===== src/rtl/core/htsd_pkg.sv =====
`default_nettype none

package htsd_pkg;

	localparam int TABLE_DEPTH = 512;
	localparam int COUNT_BITS  = 20;
	localparam int ADDR_W      = (TABLE_DEPTH > 1) ? $clog2(TABLE_DEPTH) : 1;
	localparam int DONE_W      = 20;
	localparam int LEN_W       = 20;
	localparam int CMP_W       = (COUNT_BITS > LEN_W) ? COUNT_BITS : LEN_W;

	localparam logic OP_LOAD = 1'b0;
	localparam logic OP_DATA = 1'b1;

	localparam logic [1:0] REG_END_CODE   = 2'd0;
	localparam logic [1:0] REG_NODE_COUNT = 2'd1;
	localparam logic [1:0] REG_OUT_LENGTH = 2'd2;

	typedef enum logic [1:0] {
		KIND_SYMBOL = 2'd0,
		KIND_END    = 2'd1,
		KIND_LENGTH = 2'd2
	} kind_t;

	typedef struct packed {
		logic [7:0]       end_code;
		logic [7:0]       node_count;
		logic [LEN_W-1:0] out_length;
	} cfg_t;

	typedef struct packed {
		logic              we;
		logic [ADDR_W-1:0] waddr;
		logic [7:0]        wdata;
		logic              re;
		logic [ADDR_W-1:0] raddr;
	} ram_req_t;

	typedef struct packed {
		logic [7:0]        symbol;
		kind_t             kind;
		logic [DONE_W-1:0] done;
	} result_t;

	// index reduced into the table depth by shift-and-subtract
	function automatic logic [ADDR_W-1:0] mod_depth(input logic [8:0] v);
		logic [9:0] r;
		r = {1'b0, v};
		for (int k = 8; k >= 0; k--) begin
			if ((TABLE_DEPTH << k) <= 511) begin
				if (r >= 10'(TABLE_DEPTH << k)) begin
					r = r - 10'(TABLE_DEPTH << k);
				end
			end
		end
		return ADDR_W'(r);
	endfunction

	// child b of node n sits at (n - end_code - 1) * 2 + b
	function automatic logic [ADDR_W-1:0] child_addr(input logic [8:0] node,
			input logic [7:0] end_code, input logic b);
		logic [7:0] rel;
		rel = node[7:0] - end_code - 8'd1;
		return mod_depth({rel, b});
	endfunction

endpackage

`default_nettype wire


===== src/rtl/core/htsd_ram.sv =====
`default_nettype none

module htsd_ram #(
	parameter int DEPTH = 512,
	parameter int WIDTH = 8
) (
	input  wire                                         clk,
	input  wire                                         we,
	input  wire [((DEPTH > 1) ? $clog2(DEPTH) : 1)-1:0] waddr,
	input  wire [WIDTH-1:0]                             wdata,
	input  wire                                         re,
	input  wire [((DEPTH > 1) ? $clog2(DEPTH) : 1)-1:0] raddr,
	output logic [WIDTH-1:0]                            rdata
);

	logic [WIDTH-1:0] mem [DEPTH];

	always_ff @(posedge clk) begin
		if (we) begin
			mem[waddr] <= wdata;
		end
		if (re) begin
			rdata <= mem[raddr];
		end
	end

endmodule

`default_nettype wire


===== src/rtl/core/htsd_cfg_regs.sv =====
`default_nettype none

module htsd_cfg_regs (
	input  wire                       clk,
	input  wire                       arst_n,
	input  wire                       cfg_valid,
	output logic                      cfg_ready,
	input  wire  [1:0]                cfg_index,
	input  wire  [htsd_pkg::LEN_W-1:0] cfg_data,
	output htsd_pkg::cfg_t            cfg
);

	import htsd_pkg::*;

	cfg_t cfg_q;

	assign cfg_ready = 1'b1;
	assign cfg       = cfg_q;

	always_ff @(posedge clk or negedge arst_n) begin
		if (!arst_n) begin
			cfg_q <= '0;
		end else if (cfg_valid) begin
			case (cfg_index)
				REG_END_CODE:   cfg_q.end_code   <= cfg_data[7:0];
				REG_NODE_COUNT: cfg_q.node_count <= cfg_data[7:0];
				REG_OUT_LENGTH: cfg_q.out_length <= cfg_data;
				default: ;
			endcase
		end
	end

endmodule

`default_nettype wire


===== src/rtl/core/htsd_walker.sv =====
`default_nettype none

module htsd_walker (
	input  wire                          clk,
	input  wire                          arst_n,
	input  wire  htsd_pkg::cfg_t         cfg,
	input  wire                          in_valid,
	output logic                         in_ready,
	input  wire                          in_op,
	input  wire  [8:0]                   in_addr,
	input  wire  [7:0]                   in_value,
	input  wire  [7:0]                   in_byte,
	output logic                         out_valid,
	input  wire                          out_ready,
	output htsd_pkg::result_t            out_res,
	output logic                         out_last,
	output htsd_pkg::ram_req_t           ram_req,
	input  wire  [7:0]                   ram_rdata
);

	import htsd_pkg::*;

	typedef enum logic [1:0] {
		ST_IDLE,
		ST_WALK,
		ST_FLUSH
	} state_t;

	state_t                state_q;
	logic                  stopped_q;
	logic                  started_q;
	logic [8:0]            node_q;
	logic [COUNT_BITS-1:0] count_q;
	logic [7:0]            data_q;
	logic [2:0]            bit_q;
	logic                  pend_valid_q;
	result_t               pend_q;
	logic                  out_valid_q;
	result_t               out_q;
	logic                  out_last_q;

	logic                  in_fire;
	logic                  out_free;
	logic [8:0]            root;
	logic [8:0]            start_node;
	logic                  len_hit_now;
	logic [COUNT_BITS-1:0] cnt_inc;
	logic                  inc_hit;
	logic                  is_end;
	logic                  is_leaf;
	logic                  has_res;
	logic                  stop_now;
	logic                  step_ok;
	logic [8:0]            next_node;
	result_t               res;
	logic                  push_mid;
	logic                  push_flush;

	assign in_ready  = (state_q == ST_IDLE);
	assign in_fire   = in_valid && in_ready;
	assign out_free  = !out_valid_q || out_ready;
	assign out_valid = out_valid_q;
	assign out_res   = out_q;
	assign out_last  = out_last_q;

	assign root        = 9'(cfg.end_code) + 9'(cfg.node_count);
	assign start_node  = started_q ? node_q : root;
	assign len_hit_now = CMP_W'(count_q) >= CMP_W'(cfg.out_length);
	assign cnt_inc     = count_q + COUNT_BITS'(1);
	assign inc_hit     = CMP_W'(cnt_inc) >= CMP_W'(cfg.out_length);

	assign is_end    = (ram_rdata == cfg.end_code);
	assign is_leaf   = (ram_rdata < cfg.end_code);
	assign has_res   = is_end || is_leaf;
	assign stop_now  = is_end || (is_leaf && inc_hit);
	assign next_node = is_leaf ? root : {1'b0, ram_rdata};
	assign step_ok   = (state_q == ST_WALK) && !(pend_valid_q && !out_free);

	always_comb begin
		res.symbol = is_end ? 8'd0 : ram_rdata;
		res.kind   = is_end ? KIND_END : (inc_hit ? KIND_LENGTH : KIND_SYMBOL);
		res.done   = is_end ? DONE_W'(count_q) : DONE_W'(cnt_inc);
	end

	assign push_mid   = step_ok && has_res && pend_valid_q;
	assign push_flush = (state_q == ST_FLUSH) && pend_valid_q && out_free;

	always_comb begin
		ram_req.we    = in_fire && !stopped_q && (in_op == OP_LOAD)
		                && (int'(in_addr) < TABLE_DEPTH);
		ram_req.waddr = ADDR_W'(in_addr);
		ram_req.wdata = in_value;
		ram_req.re    = (in_fire && !stopped_q && (in_op == OP_DATA) && !len_hit_now)
		                || (step_ok && !stop_now && (bit_q != 3'd7));
		if (state_q == ST_IDLE) begin
			ram_req.raddr = child_addr(start_node, cfg.end_code, in_byte[7]);
		end else begin
			ram_req.raddr = child_addr(next_node, cfg.end_code, data_q[7]);
		end
	end

	always_ff @(posedge clk or negedge arst_n) begin
		if (!arst_n) begin
			state_q      <= ST_IDLE;
			stopped_q    <= 1'b0;
			started_q    <= 1'b0;
			count_q      <= '0;
			pend_valid_q <= 1'b0;
			out_valid_q  <= 1'b0;
		end else begin
			if (push_mid || push_flush) begin
				out_valid_q <= 1'b1;
				out_q       <= pend_q;
				out_last_q  <= push_flush;
			end else if (out_ready) begin
				out_valid_q <= 1'b0;
			end

			case (state_q)
				ST_IDLE: begin
					if (in_fire && !stopped_q && (in_op == OP_DATA)) begin
						started_q <= 1'b1;
						if (len_hit_now) begin
							pend_valid_q  <= 1'b1;
							pend_q.symbol <= 8'd0;
							pend_q.kind   <= KIND_LENGTH;
							pend_q.done   <= DONE_W'(count_q);
							stopped_q     <= 1'b1;
							state_q       <= ST_FLUSH;
						end else begin
							data_q  <= {in_byte[6:0], 1'b0};
							bit_q   <= 3'd0;
							state_q <= ST_WALK;
						end
					end
				end
				ST_WALK: begin
					if (step_ok) begin
						if (has_res) begin
							pend_valid_q <= 1'b1;
							pend_q       <= res;
						end
						if (is_leaf) begin
							count_q <= cnt_inc;
						end
						if (stop_now) begin
							stopped_q <= 1'b1;
							state_q   <= ST_FLUSH;
						end else begin
							node_q <= next_node;
							data_q <= {data_q[6:0], 1'b0};
							bit_q  <= bit_q + 3'd1;
							if (bit_q == 3'd7) begin
								state_q <= ST_FLUSH;
							end
						end
					end
				end
				ST_FLUSH: begin
					if (!pend_valid_q) begin
						state_q <= ST_IDLE;
					end else if (out_free) begin
						pend_valid_q <= 1'b0;
						state_q      <= ST_IDLE;
					end
				end
				default: state_q <= ST_IDLE;
			endcase
		end
	end

endmodule

`default_nettype wire


===== src/rtl/core/huffman_tree_symbol_decoder_unit.sv =====
// Tree-walk decoder. A table load (tuser 0) writes one byte of the code tree.
// A coded byte (tuser 1) is walked MSB first, one dependent read of the
// tree-table memory per bit: the byte is accepted, walked bit by bit and then
// hands over its final result, and a stall on the output side holds the walk.
// The walk stops early on the end code or when out_length symbols are out;
// from then on every beat is taken and dropped until reset. The tree table
// has no reset and needs no clearing pass.
`default_nettype none

module huffman_tree_symbol_decoder_unit (
	input  wire         clk,
	input  wire         arst_n,
	input  wire         s_axis_tvalid,
	output logic        s_axis_tready,
	input  wire  [31:0] s_axis_tdata,  // table_addr[8:0], table_value[16:9], data_byte[24:17]
	input  wire         s_axis_tuser,  // op
	output logic        m_axis_tvalid,
	input  wire         m_axis_tready,
	output logic [31:0] m_axis_tdata,  // symbol[7:0], symbols_done[27:8]
	output logic [1:0]  m_axis_tuser,  // kind
	output logic        m_axis_tlast,
	input  wire         cfg_valid,
	output logic        cfg_ready,
	input  wire  [1:0]  cfg_index,
	input  wire  [19:0] cfg_data
);

	import htsd_pkg::*;

	cfg_t     cfg;
	ram_req_t ram_req;
	result_t  res;
	logic [7:0] ram_rdata;

	htsd_cfg_regs u_cfg (
		.clk       (clk),
		.arst_n    (arst_n),
		.cfg_valid (cfg_valid),
		.cfg_ready (cfg_ready),
		.cfg_index (cfg_index),
		.cfg_data  (cfg_data),
		.cfg       (cfg)
	);

	htsd_ram #(
		.DEPTH (TABLE_DEPTH),
		.WIDTH (8)
	) u_table (
		.clk   (clk),
		.we    (ram_req.we),
		.waddr (ram_req.waddr),
		.wdata (ram_req.wdata),
		.re    (ram_req.re),
		.raddr (ram_req.raddr),
		.rdata (ram_rdata)
	);

	htsd_walker u_walk (
		.clk       (clk),
		.arst_n    (arst_n),
		.cfg       (cfg),
		.in_valid  (s_axis_tvalid),
		.in_ready  (s_axis_tready),
		.in_op     (s_axis_tuser),
		.in_addr   (s_axis_tdata[8:0]),
		.in_value  (s_axis_tdata[16:9]),
		.in_byte   (s_axis_tdata[24:17]),
		.out_valid (m_axis_tvalid),
		.out_ready (m_axis_tready),
		.out_res   (res),
		.out_last  (m_axis_tlast),
		.ram_req   (ram_req),
		.ram_rdata (ram_rdata)
	);

	assign m_axis_tdata = {4'd0, res.done, res.symbol};
	assign m_axis_tuser = res.kind;

endmodule

`default_nettype wire


===== config.mk =====
export PLATFORM = sky130hd
export DESIGN_NAME = huffman_tree_symbol_decoder_unit
export DESIGN_NICKNAME = d
export VERILOG_FILES = /design/src/rtl/core/htsd_pkg.sv /design/src/rtl/core/htsd_ram.sv /design/src/rtl/core/htsd_cfg_regs.sv /design/src/rtl/core/htsd_walker.sv /design/src/rtl/core/huffman_tree_symbol_decoder_unit.sv
export SDC_FILE = /design/constraint.sdc
export NUM_CORES = 2
export LEC_CHECK = 0
export BUFFER_PORTS_ARGS = -buffer_cell sky130_fd_sc_hd__buf_4
export CELL_PAD_IN_SITES_DETAIL_PLACEMENT = 1
export CELL_PAD_IN_SITES_GLOBAL_PLACEMENT = 2
export CORE_UTILIZATION = 45
export DETAILED_ROUTE_END_ITERATION = 10
export HOLD_SLACK_MARGIN = 0.1
export PLACE_DENSITY_LB_ADDON = 0.1
export RECOVER_POWER = 50
export SETUP_SLACK_MARGIN = 0.3
export SYNTH_ARGS = -nofsm -noshare
export SYNTH_HDL_FRONTEND = slang
export SYNTH_SLANG_ARGS = --single-unit

===== constraint.sdc =====
create_clock -name clk -period 5 [get_ports clk]
set_clock_uncertainty 0.1 [all_clocks]
set_input_delay 0.75 -clock clk [delete_from_list [all_inputs] [get_ports clk]]
set_output_delay 0.75 -clock clk [all_outputs]
set_load 0.01 [all_outputs]

==> summary.md <==
| Metric | Value |
|---|---|
| Outcome | complete, but fails checks |
| Failing checks | capacitance limit, slew limit, setup timing |
| Worst hold path class | in2reg |
| 1st-iter DRT viols | slightly below 10000 |
| CTS tree | done |
| Buffers added on ports | 85 |
| Cells after synthesis | 8702 |
| Top FF cell, synth | edfxtp_1 |
| #FFs+latches synth | 4245 |
| Placed Cells | 14240 |
| Effective utilization at floorplan | 45.36% |
| Library cells used by synthesis | 79 |
| Num ports | 98 |
| Hold Fails Final Rpt | 0 |
| Die ar. | 375700 µm² |
| Die width | 612.9 µm |
| Syn Area/Cell | 19.30 µm² |
| CP Max Fanout | 6 |
| Placeable Area | 370300 µm² |
| Largest net degree at the start of global routing | ~150 |
| Fmax | 0.1867 GHz |
| Worst Tran Pin Value | 5.879 ns |
| All-Layer GR Usage | around 28% |
| Max_cap viols | 33 |
| Root Buffer | clkbuf_16 |
| CTS Buf Count | approximately 450 |
| Later-pin clock latency in the skew report | 0.98 ns |
| H-tree levels | 5 |
| WP data arrival | 5.98 ns |
| Rows | 223 |
| Drt pass-1 iters | 5 |
| Fin crit period | around 5.4 ns |
| Crit path kind | reg2reg |
| Layout Cells excl Fill | 15230 |
| Final nets | 10030 |
| Critical path capture point type | flop |
| Hpwl dp | between 300000 and 400000 µm |
| Max clock buf depth | 4 |
| Final GP Congestion | 0.8638 |
| Crit share post-route | 107.1% |
| Multi-input gate area | 39600 µm² |
| Synth async-reset ratio | 1.461% |
| Final WS setup | -0.3556 ns |
| Total wire length | 522500 µm |
| Area Overhead vs Synth | 19.11% |
| Seq/Total Area, Yosys | 75.71% |
| Slew Viols, Final | 2466 |
| Startpoint types | flop |
| Register Area | 127200 µm² |
| Wire per inst | 34.31 µm |
| Data required, critical path | 5.63 ns |
| Vias in the first global route | 94980 |
| Die Span Y | 612.9 µm |
| Initial antenna violation count | 30 |
| Clock sink count | 4245 |
| Post-synth EDFFs | roughly 4200 |
| Worst-path clk slew | 0.06 ns |
| ANT nets after route | 0 |
| Global-route wire length before repair | 731800 µm |
| Post-synthesis cell area | 168000 µm² |
| Grt total ovfl | 0 |
| Final setup viols | a little under 400 |
| DR DRC count | 0 |
| Fraction of layout cells with a size suffix above 1 | 28.83% |
| Via count | between 90000 and 100k |
| Slew Limit Headroom | -291.9% |
| Filler cells | 32800 |
| Routed vias/inst | ~6 |
| Warnings from Yosys | 0 |
| Unrepaired setup endpoints after global routing | yes |
## synthesized netlist by cell type (9+ instances only)
| library cell | number | area share (%) |
|---|---|---|
| edfxtp_1 | 4183 | 75 |
| mux4_2 | 722 | 9.7 |
| mux2i_1 | 619 | 3.7 |
| nor2_1 | 551 | 1.2 |
| nand2_1 | 440 | 0.98 |
| clkbuf_1 | 231 | 0.52 |
| o22ai_1 | 211 | 0.79 |
| a21oi_1 | 209 | 0.62 |
| a22oi_1 | 165 | 0.74 |
| buf_2 | 129 | 0.38 |
| o221ai_1 | 102 | 0.53 |
| buf_4 | 99 | 0.44 |
| a221oi_1 | 79 | 0.41 |
| ha_1 | 75 | 0.56 |
| mux2_2 | 68 | 0.46 |
| o21ai_0 | 67 | 0.20 |
| buf_6 | 65 | 0.44 |
| dfrtp_1 | 62 | 0.92 |
| a22o_1 | 53 | 0.28 |
| nand3_1 | 53 | 0.16 |
| inv_1 | 52 | 0.12 |
| xnor2_1 | 43 | 0.22 |
| buf_1 | 33 | 0.074 |
| nor4_1 | 30 | 0.11 |
| nand4_1 | 29 | 0.11 |
| and3_1 | 27 | 0.10 |
| nor3_1 | 23 | 0.069 |
| xor2_1 | 23 | 0.12 |
| a21o_1 | 21 | 0.094 |
| a221o_1 | 20 | 0.12 |
| a31oi_1 | 20 | 0.074 |
| a211oi_1 | 18 | 0.080 |
| o21a_1 | 15 | 0.067 |
| nor4b_1 | 14 | 0.073 |
| and2_1 | 11 | 0.041 |
| a2111oi_0 | 10 | 0.052 |
| o2111ai_1 | 10 | 0.052 |
| nand2b_1 | 9 | 0.034 |
## worst max-delay path: stages, from the launching register on
cell      delay, ns
edfxtp_1       0.41
ha_1           0.33
a21o_1         0.18
a21o_1         0.16
a21oi_2        0.13
buf_4          0.14
nand2b_4       0.09
mux2_4         0.24
ha_4           0.13
inv_2          0.04
fa_2           0.43
xnor2_4        0.16
buf_6          0.13
mux2i_4        0.21
buf_12         0.20
nor2_4         0.08
buf_12         0.18
buf_16         0.16
buf_8          0.14
a22o_1         0.23
nor4_2         0.29
buf_4          0.16
a211oi_1       0.04
nand4_1        0.26
o41ai_2        0.13
mux2_4         0.32
## state kept, by name, summed over array words and instances (netlist names)
register	flops
u_table.mem	4096
u_cfg.cfg	36
u_walk.out_res	30
u_walk.pend_q	30
u_walk.count_q	20
u_table.rdata	8
u_walk.node_q	8
u_walk.data_q	7
u_walk.bit_q	3
u_walk.state_q	2
u_walk.out_last	1
u_walk.out_valid	1
u_walk.pend_valid_q	1
u_walk.started_q	1
u_walk.stopped_q	1
## logic make-up (layout without fill, tap and decap cells)
kind of cell	count (synthesis)	after routing	synth area share (%)
other	2	11	0.004471
AND/OR/NAND/NOR	1229	1229	3.097
XOR/XNOR	66	66	0.3442
multiplexers	1411	1412	13.85
flip-flops	4245	4245	75.71
adder cells (fa/ha/maj)	78	78	0.5945
AO/OA/AOI/OAI	1056	1056	4.383
buffers and inverters	615	2181	2.019
## final cells by class
type	count	area share, %
diodes	6	0.007505
clock buffers	550	5.873
clock inverters	276	1.189
inverters	53	0.1007
multi-input cells	3846	19.80
flip-flops and latches	4245	63.56
well taps	4950	3.096
repair buffers	1302	6.373
## through the flow
stage          area, µm²  hold WS, ns  TNS (ns)  setup WS, ns  util (%)
2_1_floorplan     168100       0.3003         0        0.2909         -
3_3_place_gp      182100       0.3035    -10.81        -1.668     49.19
3_5_place_dp      182100       0.3056    -8.729        -1.351     49.19
4_1_cts           200100       0.1422    -1.947       -0.2683     54.03
5_1_grt           200000       0.2855   -157.84       -0.4768     54.03
6_report          200100       0.2642    -41.41       -0.3556     54.03
## worst paths after layout
path,startpoint,to,slack [ns],cells after the start
max in group asynchronous,arst_n,u_walk.count_q[0],1.70,3
worst max-delay path,u_table.rdata[5],u_table.rdata[6],-0.36,25
worst min register to register,u_walk.pend_q[11],u_walk.out_res[11],0.32,0
worst min-delay path,cfg_index[1],u_cfg.cfg[33],0.26,4
worst max register to register,u_table.rdata[5],u_table.rdata[6],-0.36,25
min in group asynchronous,arst_n,u_cfg.cfg[20],0.84,3
## what timing repair did
| item | 4_1_cts | 5_1_grt |
|---|---|---|
| resized for setup | 401 | 54 |
| cloned | 17 | 3 |
| hold buffers | 31 | 0 |
| endpoints found under the setup margin | 28 | 34 |
| endpoints found under the hold margin | 104 | 0 |
| setup buffers | 95 | 14 |
| pin swaps | 81 | 28 |
## routing by layer
metal,part of all wire [%],up-vias,GRT usage [%]
met1,42,49250,38.85
met5,0.0098,-,0
met3,6.7,676,4.271
li1,-,38110,-
met4,2.8,8,7.054
met2,48,3323,45.04
## cell usage in the layout (no fill, tap or decap), types with 59 or more instances in the layout
cell       count
buf_12       155
buf_6         59
mux4_2       722
dfrtp_1       59
a21oi_1      165
buf_4        946
nor2_1       542
a22oi_1      145
mux2i_1      616
o221ai_1      78
o22ai_1      198
clkbuf_16    456
clkinv_1     114
clkinv_2      93
edfxtp_1    4183
clkbuf_1     123
ha_1          71
nand2_1      415
Power is left out: the tool's default activity adds up to more than one toggle a clock period on the data nets, which glitch-free logic cannot reach.
